$ cat config.mk
export PLATFORM = sky130hd
export DESIGN_NAME = arp_cache_and_responder_core
export DESIGN_NICKNAME = d
export VERILOG_FILES = /design/src/arpc_pkg.sv /design/src/arp_cache_and_responder_core.sv /design/src/arpc_mem.sv
export SDC_FILE = /design/constraint.sdc
export NUM_CORES = 2
export LEC_CHECK = 0
export ABC_AREA = 1
export BUFFER_PORTS_ARGS = -buffer_cell sky130_fd_sc_hd__buf_2
export CAP_MARGIN = 40
export CORE_ASPECT_RATIO = 0.9
export CORE_MARGIN = 4
export CORE_UTILIZATION = 50
export CTS_BUF_LIST = sky130_fd_sc_hd__clkbuf_4 sky130_fd_sc_hd__clkbuf_8
export CTS_CLUSTER_SIZE = 30
export DETAILED_ROUTE_END_ITERATION = 6
export PLACE_DENSITY = 0.68
export SKIP_LAST_GASP = 1
export SLEW_MARGIN = 0
export SYNTH_ARGS = -nofsm -noshare
export SYNTH_HDL_FRONTEND = slang
export SYNTH_SLANG_ARGS = --single-unit
$ cat constraint.sdc
create_clock -name clk_i -period 19.44 [get_ports clk_i]
set_input_delay 4.86 -clock clk_i [delete_from_list [all_inputs] [get_ports clk_i]]
set_output_delay 4.86 -clock clk_i [all_outputs]
set_load 0.01 [all_outputs]
$ cat src/arpc_pkg.sv
// Types, constants and codes of the ARP cache and responder.
package arpc_pkg;

  localparam int CACHE_ENTRIES = 16;

  localparam int MAC_W      = 48;
  localparam int IP_W       = 32;
  localparam int CFG_IDX_W  = 2;
  localparam int CFG_DATA_W = 48;

  // Configuration register indexes
  localparam logic [CFG_IDX_W-1:0] CFG_OWN_IP  = 2'd0;
  localparam logic [CFG_IDX_W-1:0] CFG_OWN_MAC = 2'd1;
  localparam logic [CFG_IDX_W-1:0] CFG_DEV_PRS = 2'd2;

  // Result status codes
  localparam logic [2:0] ST_SHORT       = 3'd0;
  localparam logic [2:0] ST_BAD_TYPE    = 3'd1;
  localparam logic [2:0] ST_LEARNED     = 3'd2;
  localparam logic [2:0] ST_LEARN_REPLY = 3'd3;
  localparam logic [2:0] ST_HIT         = 3'd4;
  localparam logic [2:0] ST_MISS_REQ    = 3'd5;
  localparam logic [2:0] ST_NO_DEVICE   = 3'd6;

  // Item kinds
  localparam logic KIND_FRAME   = 1'b0;
  localparam logic KIND_RESOLVE = 1'b1;

  // Frame field values
  localparam logic [15:0] ARP_MIN_LEN = 16'd28;
  localparam logic [15:0] HTYPE_ETH   = 16'h0001;
  localparam logic [15:0] PTYPE_IPV4  = 16'h0800;
  localparam logic [15:0] OP_REQ      = 16'd1;
  localparam logic [1:0]  TX_OP_REQ   = 2'd1;
  localparam logic [1:0]  TX_OP_REP   = 2'd2;
  localparam logic [MAC_W-1:0] BCAST_MAC = {MAC_W{1'b1}};

  typedef struct packed {
    logic             kind;
    logic [15:0]      payload_len;
    logic [15:0]      hw_type;
    logic [15:0]      proto_type;
    logic [15:0]      operation;
    logic [MAC_W-1:0] sender_mac;
    logic [IP_W-1:0]  src_ip;
    logic [IP_W-1:0]  dst_ip;
    logic [IP_W-1:0]  query_ip;
  } in_word_t;

  typedef struct packed {
    logic [2:0]       status;
    logic             send_frame;
    logic [MAC_W-1:0] dest_mac;
    logic [1:0]       tx_operation;
    logic [MAC_W-1:0] tx_target_mac;
    logic [IP_W-1:0]  tx_target_ip;
    logic [MAC_W-1:0] resolved_mac;
  } out_word_t;

  // One cache line as stored in the memory
  typedef struct packed {
    logic [IP_W-1:0]  ip;
    logic [MAC_W-1:0] mac;
  } entry_t;

endpackage

$ cat src/arp_cache_and_responder_core.sv
// ARP cache and responder: top level with scan control and result register.
//
// Input channel (in_valid_i / in_stall_o / in_word_i): one word per item,
// either a received ARP frame (kind 0) or a resolve request (kind 1).
// Output channel (out_valid_o / out_stall_i / out_word_o): exactly one
// result word per item, in item order.
// Configuration: cfg_we_i writes cfg_wdata_i into register cfg_idx_i
// (0 own IP, 1 own MAC, 2 device present); other indexes are ignored.
// Items are handled one at a time. A frame that is short or has wrong types,
// or a resolve with no device, skips the scan and goes straight to done.
// Other items scan the cache memory one line per cycle, lowest index first,
// stopping at the first hit or after the last line; the next item is taken
// once the result has been handed to the output register.
// The scan reads through the registered read port of the cache memory.
// A learn writes back in the cycle the scan ends.
// Reset clears the valid marks, the replacement pointer and the control and
// configuration registers, not the memory content or the payload registers.
// A finished result waits in the output register while the receiver stalls;
// a new item is accepted meanwhile and held until the output register is free.
module arp_cache_and_responder_core #(
  parameter int CACHE_ENTRIES = arpc_pkg::CACHE_ENTRIES
) (
  input  logic                               clk_i,
  input  logic                               rst_ni,
  input  logic                               in_valid_i,
  output logic                               in_stall_o,
  input  arpc_pkg::in_word_t                 in_word_i,
  output logic                               out_valid_o,
  input  logic                               out_stall_i,
  output arpc_pkg::out_word_t                out_word_o,
  input  logic                               cfg_we_i,
  input  logic [arpc_pkg::CFG_IDX_W-1:0]     cfg_idx_i,
  input  logic [arpc_pkg::CFG_DATA_W-1:0]    cfg_wdata_i
);

  localparam int IDX_W = $clog2(CACHE_ENTRIES);
  localparam logic [IDX_W-1:0] LAST_IDX = IDX_W'(CACHE_ENTRIES - 1);
  localparam int ENTRY_W = $bits(arpc_pkg::entry_t);

  localparam logic [1:0] S_IDLE = 2'd0;
  localparam logic [1:0] S_SCAN = 2'd1;
  localparam logic [1:0] S_DONE = 2'd2;

  logic [1:0] state_q, state_d;

  logic [arpc_pkg::IP_W-1:0]  own_ip_q;
  logic [arpc_pkg::MAC_W-1:0] own_mac_q;
  logic                       dev_prs_q;

  arpc_pkg::in_word_t  item_q, item_d;
  arpc_pkg::out_word_t res_q, res_d;
  arpc_pkg::out_word_t out_q, out_d;
  logic                out_valid_q, out_valid_d;
  logic [arpc_pkg::IP_W-1:0] key_q, key_d;

  logic [IDX_W-1:0]          scan_q, scan_d;
  logic                      issue_q, issue_d;
  logic                      rd_vld_q;
  logic [IDX_W-1:0]          rd_idx_q;
  logic [CACHE_ENTRIES-1:0]  valid_q, valid_d;
  logic [IDX_W-1:0]          slot_q, slot_d;

  logic               mem_we, mem_re;
  logic [IDX_W-1:0]   mem_waddr;
  arpc_pkg::entry_t   mem_wdata, rd_entry;
  logic [ENTRY_W-1:0] mem_rdata;

  logic match, end_miss, reply;

  arpc_mem #(
    .DEPTH (CACHE_ENTRIES),
    .WIDTH (ENTRY_W)
  ) u_mem (
    .clk_i   (clk_i),
    .we_i    (mem_we),
    .waddr_i (mem_waddr),
    .wdata_i (mem_wdata),
    .re_i    (mem_re),
    .raddr_i (scan_q),
    .rdata_o (mem_rdata)
  );

  assign rd_entry = arpc_pkg::entry_t'(mem_rdata);

  // Compare the line that came back against the key
  assign match    = rd_vld_q && valid_q[rd_idx_q] && (rd_entry.ip == key_q);
  assign end_miss = rd_vld_q && (rd_idx_q == LAST_IDX) && !match;
  assign reply    = (item_q.operation == arpc_pkg::OP_REQ) &&
                    (item_q.dst_ip == own_ip_q);

  // Write configuration registers
  always_ff @(posedge clk_i or negedge rst_ni) begin
    if (!rst_ni) begin
      own_ip_q  <= '0;
      own_mac_q <= '0;
      dev_prs_q <= 1'b0;
    end else if (cfg_we_i) begin
      case (cfg_idx_i)
        arpc_pkg::CFG_OWN_IP:  own_ip_q  <= cfg_wdata_i[arpc_pkg::IP_W-1:0];
        arpc_pkg::CFG_OWN_MAC: own_mac_q <= cfg_wdata_i;
        arpc_pkg::CFG_DEV_PRS: dev_prs_q <= cfg_wdata_i[0];
        default: ;
      endcase
    end
  end

  // Sequence one item: check, scan, write back, hand over the result
  always_comb begin
    state_d     = state_q;
    item_d      = item_q;
    key_d       = key_q;
    res_d       = res_q;
    out_d       = out_q;
    out_valid_d = out_valid_q;
    scan_d      = scan_q;
    issue_d     = issue_q;
    valid_d     = valid_q;
    slot_d      = slot_q;
    mem_we      = 1'b0;
    mem_re      = 1'b0;
    mem_waddr   = rd_idx_q;
    mem_wdata   = '0;

    // Drop the result word once taken
    if (out_valid_q && !out_stall_i) begin
      out_valid_d = 1'b0;
    end

    case (state_q)
      S_IDLE: begin
        if (in_valid_i) begin
          item_d  = in_word_i;
          res_d   = '0;
          scan_d  = '0;
          issue_d = 1'b1;
          state_d = S_SCAN;
          if (in_word_i.kind == arpc_pkg::KIND_FRAME) begin
            key_d = in_word_i.src_ip;
            if (in_word_i.payload_len < arpc_pkg::ARP_MIN_LEN) begin
              res_d.status = arpc_pkg::ST_SHORT;
              issue_d      = 1'b0;
              state_d      = S_DONE;
            end else if (in_word_i.hw_type != arpc_pkg::HTYPE_ETH ||
                         in_word_i.proto_type != arpc_pkg::PTYPE_IPV4) begin
              res_d.status = arpc_pkg::ST_BAD_TYPE;
              issue_d      = 1'b0;
              state_d      = S_DONE;
            end
          end else begin
            key_d = in_word_i.query_ip;
            if (!dev_prs_q) begin
              res_d.status = arpc_pkg::ST_NO_DEVICE;
              issue_d      = 1'b0;
              state_d      = S_DONE;
            end
          end
        end
      end

      S_SCAN: begin
        // Issue the next read
        mem_re = issue_q;
        if (issue_q) begin
          if (scan_q == LAST_IDX) begin
            issue_d = 1'b0;
          end else begin
            scan_d = scan_q + 1'b1;
          end
        end
        // Finish on first hit or after the last line
        if (match || end_miss) begin
          issue_d = 1'b0;
          state_d = S_DONE;
          if (item_q.kind == arpc_pkg::KIND_FRAME) begin
            mem_we        = 1'b1;
            mem_wdata.ip  = item_q.src_ip;
            mem_wdata.mac = item_q.sender_mac;
            if (!match) begin
              mem_waddr        = slot_q;
              valid_d[slot_q]  = 1'b1;
              slot_d           = (slot_q == LAST_IDX) ? '0 : slot_q + 1'b1;
            end
            if (reply) begin
              res_d.status        = arpc_pkg::ST_LEARN_REPLY;
              res_d.send_frame    = 1'b1;
              res_d.dest_mac      = item_q.sender_mac;
              res_d.tx_operation  = arpc_pkg::TX_OP_REP;
              res_d.tx_target_mac = item_q.sender_mac;
              res_d.tx_target_ip  = item_q.src_ip;
            end else begin
              res_d.status = arpc_pkg::ST_LEARNED;
            end
          end else if (match) begin
            res_d.status       = arpc_pkg::ST_HIT;
            res_d.resolved_mac = rd_entry.mac;
          end else begin
            res_d.status       = arpc_pkg::ST_MISS_REQ;
            res_d.send_frame   = 1'b1;
            res_d.dest_mac     = arpc_pkg::BCAST_MAC;
            res_d.tx_operation = arpc_pkg::TX_OP_REQ;
            res_d.tx_target_ip = item_q.query_ip;
          end
        end
      end

      S_DONE: begin
        // Hand over once the output register is free
        if (!out_valid_q || !out_stall_i) begin
          out_d       = res_q;
          out_valid_d = 1'b1;
          state_d     = S_IDLE;
        end
      end

      default: begin
        state_d = S_IDLE;
      end
    endcase
  end

  // Control registers
  always_ff @(posedge clk_i or negedge rst_ni) begin
    if (!rst_ni) begin
      state_q     <= S_IDLE;
      out_valid_q <= 1'b0;
      issue_q     <= 1'b0;
      scan_q      <= '0;
      rd_vld_q    <= 1'b0;
      rd_idx_q    <= '0;
      valid_q     <= '0;
      slot_q      <= '0;
    end else begin
      state_q     <= state_d;
      out_valid_q <= out_valid_d;
      issue_q     <= issue_d;
      scan_q      <= scan_d;
      rd_vld_q    <= mem_re;
      rd_idx_q    <= scan_q;
      valid_q     <= valid_d;
      slot_q      <= slot_d;
    end
  end

  // Payload registers
  always_ff @(posedge clk_i) begin
    item_q <= item_d;
    key_q  <= key_d;
    res_q  <= res_d;
    out_q  <= out_d;
  end

  assign in_stall_o  = (state_q != S_IDLE);
  assign out_valid_o = out_valid_q;
  assign out_word_o  = out_q;

endmodule

$ cat src/arpc_mem.sv
// Cache line memory: one write port, one read port with registered data.
module arpc_mem #(
  parameter int DEPTH = arpc_pkg::CACHE_ENTRIES,
  parameter int WIDTH = $bits(arpc_pkg::entry_t)
) (
  input  logic                     clk_i,
  input  logic                     we_i,
  input  logic [$clog2(DEPTH)-1:0] waddr_i,
  input  logic [WIDTH-1:0]         wdata_i,
  input  logic                     re_i,
  input  logic [$clog2(DEPTH)-1:0] raddr_i,
  output logic [WIDTH-1:0]         rdata_o
);

  logic [WIDTH-1:0] mem_q [DEPTH];

  // Write one line
  always_ff @(posedge clk_i) begin
    if (we_i) begin
      mem_q[waddr_i] <= wdata_i;
    end
  end

  // Read one line into the registered data output
  always_ff @(posedge clk_i) begin
    if (re_i) begin
      rdata_o <= mem_q[raddr_i];
    end
  end

endmodule

Word level (Yosys, flattened, before mapping)
Memory sizes are Yosys's and may differ from the RTL's. A register that Yosys moved wholly into a read port is not among the register bits.
Cells that the tools add are included.
{ "word_totals": {"wordCells": 152, "memories": 1, "ff_bits": 623, "mem_bits_rw": 1280, "latchBits": 0, "output_inout_bits": 184, "romBits": 0, "inputBits": 264} }
{ "classes": {"div_mod_pow": 0, "shift": 0, "bitwise_logic": 3, "eq_ne": 22, "reduce_logical": 29, "magnitude_cmp": 4, "n_addsub": 2, "muxes": 60, "multipliers": 0} }
{ "memory_table": {"columns": ["memory", "words", "width", "read_ports", "rd_ports_with_merged_regs", "write_ports", "line", "text"], "rows": [
  ["u_mem.mem_q", 16, 80, 1, 1, 1, "arpc_mem.sv:15", "logic [WIDTH-1:0] mem_q [DEPTH];"]
]} }
{ "op_table": {"columns": ["cell", "n"], "rows": [
  ["2-to-1 mux 182 bit", 2],
  ["case mux 182 bit (2 select lines)", 1],
  ["2-to-1 mux 80 bit", 3],
  ["2-to-1 mux 48 bit", 3],
  ["2-to-1 mux 131 bit", 1],
  ["2-to-1 mux 32 bit", 3],
  ["equality test 32 bit", 2],
  ["2-to-1 mux 54 bit", 1],
  ["2-to-1 mux 51 bit", 1],
  ["2-to-1 mux 4 bit", 8],
  ["2-to-1 mux 1 bit", 23],
  ["!= test 2 bit (second input constant)", 9],
  ["equality test 16 x 1 -> 1 bit (second input constant)", 1],
  ["< comparator 16 x 5 -> 1 bit (second input constant)", 1],
  ["!= test 16 x 1 -> 1 bit (second input constant)", 1],
  ["!= test 16 x 12 -> 1 bit (second input constant)", 1],
  ["bitwise OR 16 bit", 1],
  ["AND reduction 5 bit", 3],
  ["2-to-1 mux 2 bit", 7],
  ["equality test 4 bit (second input constant)", 3],
  ["< comparator 4 x 5 -> 1 bit (second input constant)", 2],
  ["AND reduction 2 bit", 5],
  ["adder 4 x 1 -> 4 bit (second input constant)", 2],
  ["case mux 4 bit (2 select lines)", 1],
  ["17 further kinds", 35]
]} }

Depth between registers and ports, before layout
{ "logic_depth": {"depth_word": 11, "depth_mapped": 15, "ltp_nobuf": 15} }

By module
Synthesis repeated with hierarchy kept, for this count alone.
{ "unflattened": {"hier_cells": 7089, "hier_area_um2": 80883.8} }
{ "by_module_without_submodules": {"columns": ["module", "instances", "seq_area_each_um2", "area_each_um2", "cells_each"], "rows": [
  ["arpc_mem", 1, 40839.2, 56993.4, 5255],
  ["arp_cache_and_responder_core", 1, 18377.6, 23890.4, 1834]
]} }

Least setup slack after synthesis
No wires, ideal clock.
{ "synth_timing": {"kind": "input to register", "startpoint": "input in_valid_i", "endpoint": "register res_q[128] (netlist bit), enable pin", "setup_time_ns": 0.525, "required_ns": 18.915, "stages": 4, "path_buffers": 0, "path_slack_ns": 1.001, "t_arrival_ns": 17.914, "path_cell_list": "inv_1 -> nor2_1 -> o21ai_1 -> nor2_1"} }
{ "synth_via": {"elab_chain_len": 2} }
{ "synth_rtl": {"columns": ["item", "line", "text"], "rows": [
  ["start: declaration", "arp_cache_and_responder_core.sv:25", "input logic in_valid_i,"],
  ["!= test 2 bit (no source line)", null, null],
  ["AND reduction 5 bit (no source line)", null, null],
  ["end signal: assignment", "arp_cache_and_responder_core.sv:248", "res_q <= res_d;"],
  ["end: declaration", "arp_cache_and_responder_core.sv:51", "arpc_pkg::out_word_t res_q, res_d;"]
]} }
No other way between the ends.
A chain may end at the register's enable or synchronous reset.

Final worst setup path
{ "layout_timing": {"startpoint": "register state_q[1]", "endpoint": "output in_stall_o"} }
{ "layout_via": {"elab_chain_len": 1} }
{ "layout_rtl": {"columns": ["item", "line", "text"], "rows": [
  ["start: declaration", "arp_cache_and_responder_core.sv:44", "logic [1:0] state_q, state_d;"],
  ["start signal: assignment", "arp_cache_and_responder_core.sv:233", "state_q <= state_d;"],
  ["nonzero test 2 bit", "arp_cache_and_responder_core.sv:252", "assign in_stall_o = (state_q != S_IDLE);"],
  ["end: declaration", "arp_cache_and_responder_core.sv:26", "output logic in_stall_o,"]
]} }
No other way between the ends.

==> Flow_metrics.wiki <==
{| class="wikitable"
! Metric !! Value
|-
| Share of flip-flops with an asynchronous set or reset || 3.33%
|-
| Routability congestion estimate from global placement || 0.799
|-
| Pin count of the biggest net entering global routing || 200
|-
| Global-route usage over all layers || between 20% and 30%
|-
| Final hold slack || 0.338 ns
|-
| Detailed Route Iter0 Violations || just under 4000
|-
| Number of warning messages in the yosys log || 0
|-
| Clock input transition at the sequential cells of the worst setup and hold paths || around 0.07 ns
|-
| Hold violation total from the final report || 0
|-
| Sink Count || 1983
|-
| Number of enable flip-flop cells after synthesis || 1917
|-
| Count of cells resized by post-cts repair || 0
|-
| Clock latency on the worst-skew pair || just over 1 ns
|-
| Max Buffers Root-to-Sink || 4
|-
| Met2 WL || ~84000 um
|-
| Number of placed cells counting well taps || between 7000 and 8000
|-
| Antenna violations before repair || 5
|-
| Most common cell after layout, fill and taps aside || edfxtp_1
|-
| Run status || finished, final reports clean
|-
| Share of layout cells above drive strength 1 || between 10% and 20%
|-
| Met3 wirelength from detailed routing || between 10000 and 15000 um
|-
| Crit. End Element || output pin
|-
| Number of nets in the final layout || around 6000
|-
| Actual slew at the worst max-slew pin || 1.04 ns
|-
| Slew Viols, Final || 0
|-
| Routed wire per std cell || between 20 and 25 um
|-
| Post-route DRC violation count || 0
|-
| Worst endpoint data arrival time || ~1.9 ns
|-
| Crit path kind || reg2out
|-
| Total routed wire length on the met1 layer || about 76000 um
|-
| Max-slew headroom || between 30% and 40%
|-
| Depth of the CTS H-tree || 5
|-
| Cell with the largest stage delay on the worst path || dfrtp_1
|-
| Logic depth of the worst register-to-register path || 16
|-
| Data required time at the worst endpoint || 14.58 ns
|-
| Clock tree from TritonCTS || built
|-
| Number of rows created at floorplan || roughly 140
|-
| Max rail drop VDD || 0.0758 mV
|-
| Synthesized instance count || slightly above 5000
|-
| Top flip-flop cell by instance count after synthesis || edfxtp_1
|-
| Crit-path max FO || 4
|-
| Top metal layer carrying routed signals || met5
|-
| Family of cells with the greatest summed delay on the critical path || flip-flops
|-
| Average via count per standard cell || 5.51
|-
| Setup clock skew after layout || between 0.1 and 0.15 ns
|-
| Overall die width || 419 um
|-
| Seq/Total Area, Yosys || about 78%
|-
| Number of routed nets with antenna violations || 0
|-
| Overall Power || 0.00987 W
|-
| Worst Hold Class || reg2reg
|-
| TNS Setup || 0 ns
|-
| DPL Wire Length || 98100 um
|-
| Largest stage delay on the critical path || between 0.4 and 0.5 ns
|-
| Avg Synthesized Cell Area || about 15 sq um
|-
| Global-route wire length before repair || roughly 260000 um
|-
| WL final || 178000 um
|-
| Sequence of cells on the critical path || nor2_1 -> inv_1 -> buf_2
|-
| Number of hold-repair buffers added at the cts stage || 0
|-
| Reported max-cap violation count || 0
|-
| Post-route minimum period || a little under 7 ns
|-
| Number of buffer and inverter stages on the critical path || 2
|-
| Congestion Overflow GR || 0
|-
| Via count of the first global-routing pass || around 43000
|-
| Total die area || 159000 sq um
|-
| Post-synthesis cell area || between 70000 and 80000 sq um
|-
| Cell leakage power || 30.7 nW
|-
| Starting Density || between 50 and 60%
|-
| Worst hold path stage count || 0
|-
| Cell at the root of the clock tree || clkbuf_8
|-
| Number of standard cells in the final layout excluding fillers || 7893
|-
| Number of CTS-inserted buffers || 319
|-
| RSZ-0062 raised after global routing || no
|-
| Core occupancy in the finished layout || 57.8%
|-
| Net count of the mapped netlist || between 5000 and 6000
|-
| Distinct cells, synth || 40
|-
| Core Footprint || approximately 150000 sq um
|-
| Final cycle utilization of the critical path || around 35%
|-
| Via Count || roughly 44000
|-
| Power density over the cells || 113 nW/um^2
|-
| IO buf count || around 430
|-
| Timing-limited maximum frequency || 0.149 GHz
|-
| Die span in y || between 300 and 400 um
|-
| Levels on crit path || 3
|-
| FILL cells || about 11000
|-
| DR pass1 iterations || 7
|-
| Setup-violating endpoint count in the final report || 0
|-
| Buffers inserted by post-CTS timing repair || 0
|-
| Number of I/O pins || ~450
|-
| Register bit total from synthesis || ~2000
|-
| Layout Area Growth over Synthesis || 14.6%
|-
| Highest-count cells in the layout ignoring fill and taps || edfxtp_1, inv_1, o21ai_0, buf_2, a21oi_1
|-
| Category of the worst setup path launch point || flip-flop
|}
==> state kept, by name, indices dropped and copies added, names as in the netlist, 16 cells and up <==
name           flops
item_q           161
valid_q           16
u_mem.mem_q     1280
out_word_o       182
u_mem.rdata_o     80
own_ip_q          32
key_q             32
res_q            182
==> metal layers <==
| metal | vias to the layer above | track usage, % |
|---|---|---|
| met3 | 349 | 3.89 |
| met4 | 2 | 7.79 |
| met2 | 1698 | 35.3 |
| met5 | - | 0 |
| met1 | 21587 | 30.7 |
| li1 | 19881 | - |
==> final cells by class <==
class	count	area (sq um)	area share [%]
clock buffer	440	5390	6.18
tap	1986	2480	2.85
sequential	1983	59200	67.9
multi-input combinational	2312	13900	15.9
inverter	530	2010	2.30
timing repair buffer	545	3650	4.18
antenna	2	5.00	0.00574
clock inverter	95	569	0.653
==> power by group <==
part / internal (W) / total [W] / switching (W)
clock network: 0.00186 / 0.00341 / 0.00155
registers: 0.00507 / 0.00518 / 0.000110
logic: 0.000416 / 0.00128 / 0.000865
total: 0.00735 / 0.00987 / 0.00253
==> path summary, 6_finish.rpt <==
check,from,slack (ns),end
worst max-delay path,state_q[1]$_DFFE_PN0P_,12.72,in_stall_o
worst max register to register,key_q[0]$_DFFE_PP_,14.21,u_mem.mem_q[4][64]$_DFFE_PP_
worst min register to register,res_q[15]$_SDFFCE_PN0P_,0.34,out_word_o[15]$_DFFE_PP_
max in group asynchronous,rst_ni,14.96,scan_q[3]$_DFFE_PN0P_
worst min-delay path,res_q[15]$_SDFFCE_PN0P_,0.34,out_word_o[15]$_DFFE_PP_
min in group asynchronous,rst_ni,3.92,own_ip_q[28]$_DFFE_PN0P_
==> cells in the mapped netlist, types with 30 or more instances <==
cell type,number,area [sq um]
a21oi_1,373,1870
buf_2,64,320
clkbuf_1,177,664
dfrtp_1,66,1650
edfxtp_1,1917,57600
inv_1,521,1960
mux2_2,30,338
mux2i_1,320,3200
nand2_1,343,1290
nand3_1,85,425
nor2_1,261,980
o211ai_1,324,2430
o21ai_0,466,2330
xnor2_1,31,272
==> stage by stage <==
| step | setup WS (ns) | instance area [sq um] |
|---|---|---|
| 6_report | 12.72 | 87200 |
| 4_1_cts | 12.56 | 87200 |
| 3_3_place_gp | 11.74 | 80300 |
| 5_1_grt | 12.54 | 87200 |
| 2_1_floorplan | 1.00 | 76100 |
| 3_5_place_dp | 12.30 | 81200 |
==> kinds of logic after synthesis <==
group / after synthesis / share of synthesized area (%)
and+or+nand+nor: 730 / 3.93
buffers and inverters: 810 / 4.19
adders and majority gates: 5 / 0.0822
DFF: 1983 / 77.8
muxes: 350 / 4.65
xor gates and xnor gates: 38 / 0.437
AOI/OAI and AO/OA: 1189 / 8.91
Note: power is estimated with default switching activity, not from simulation.
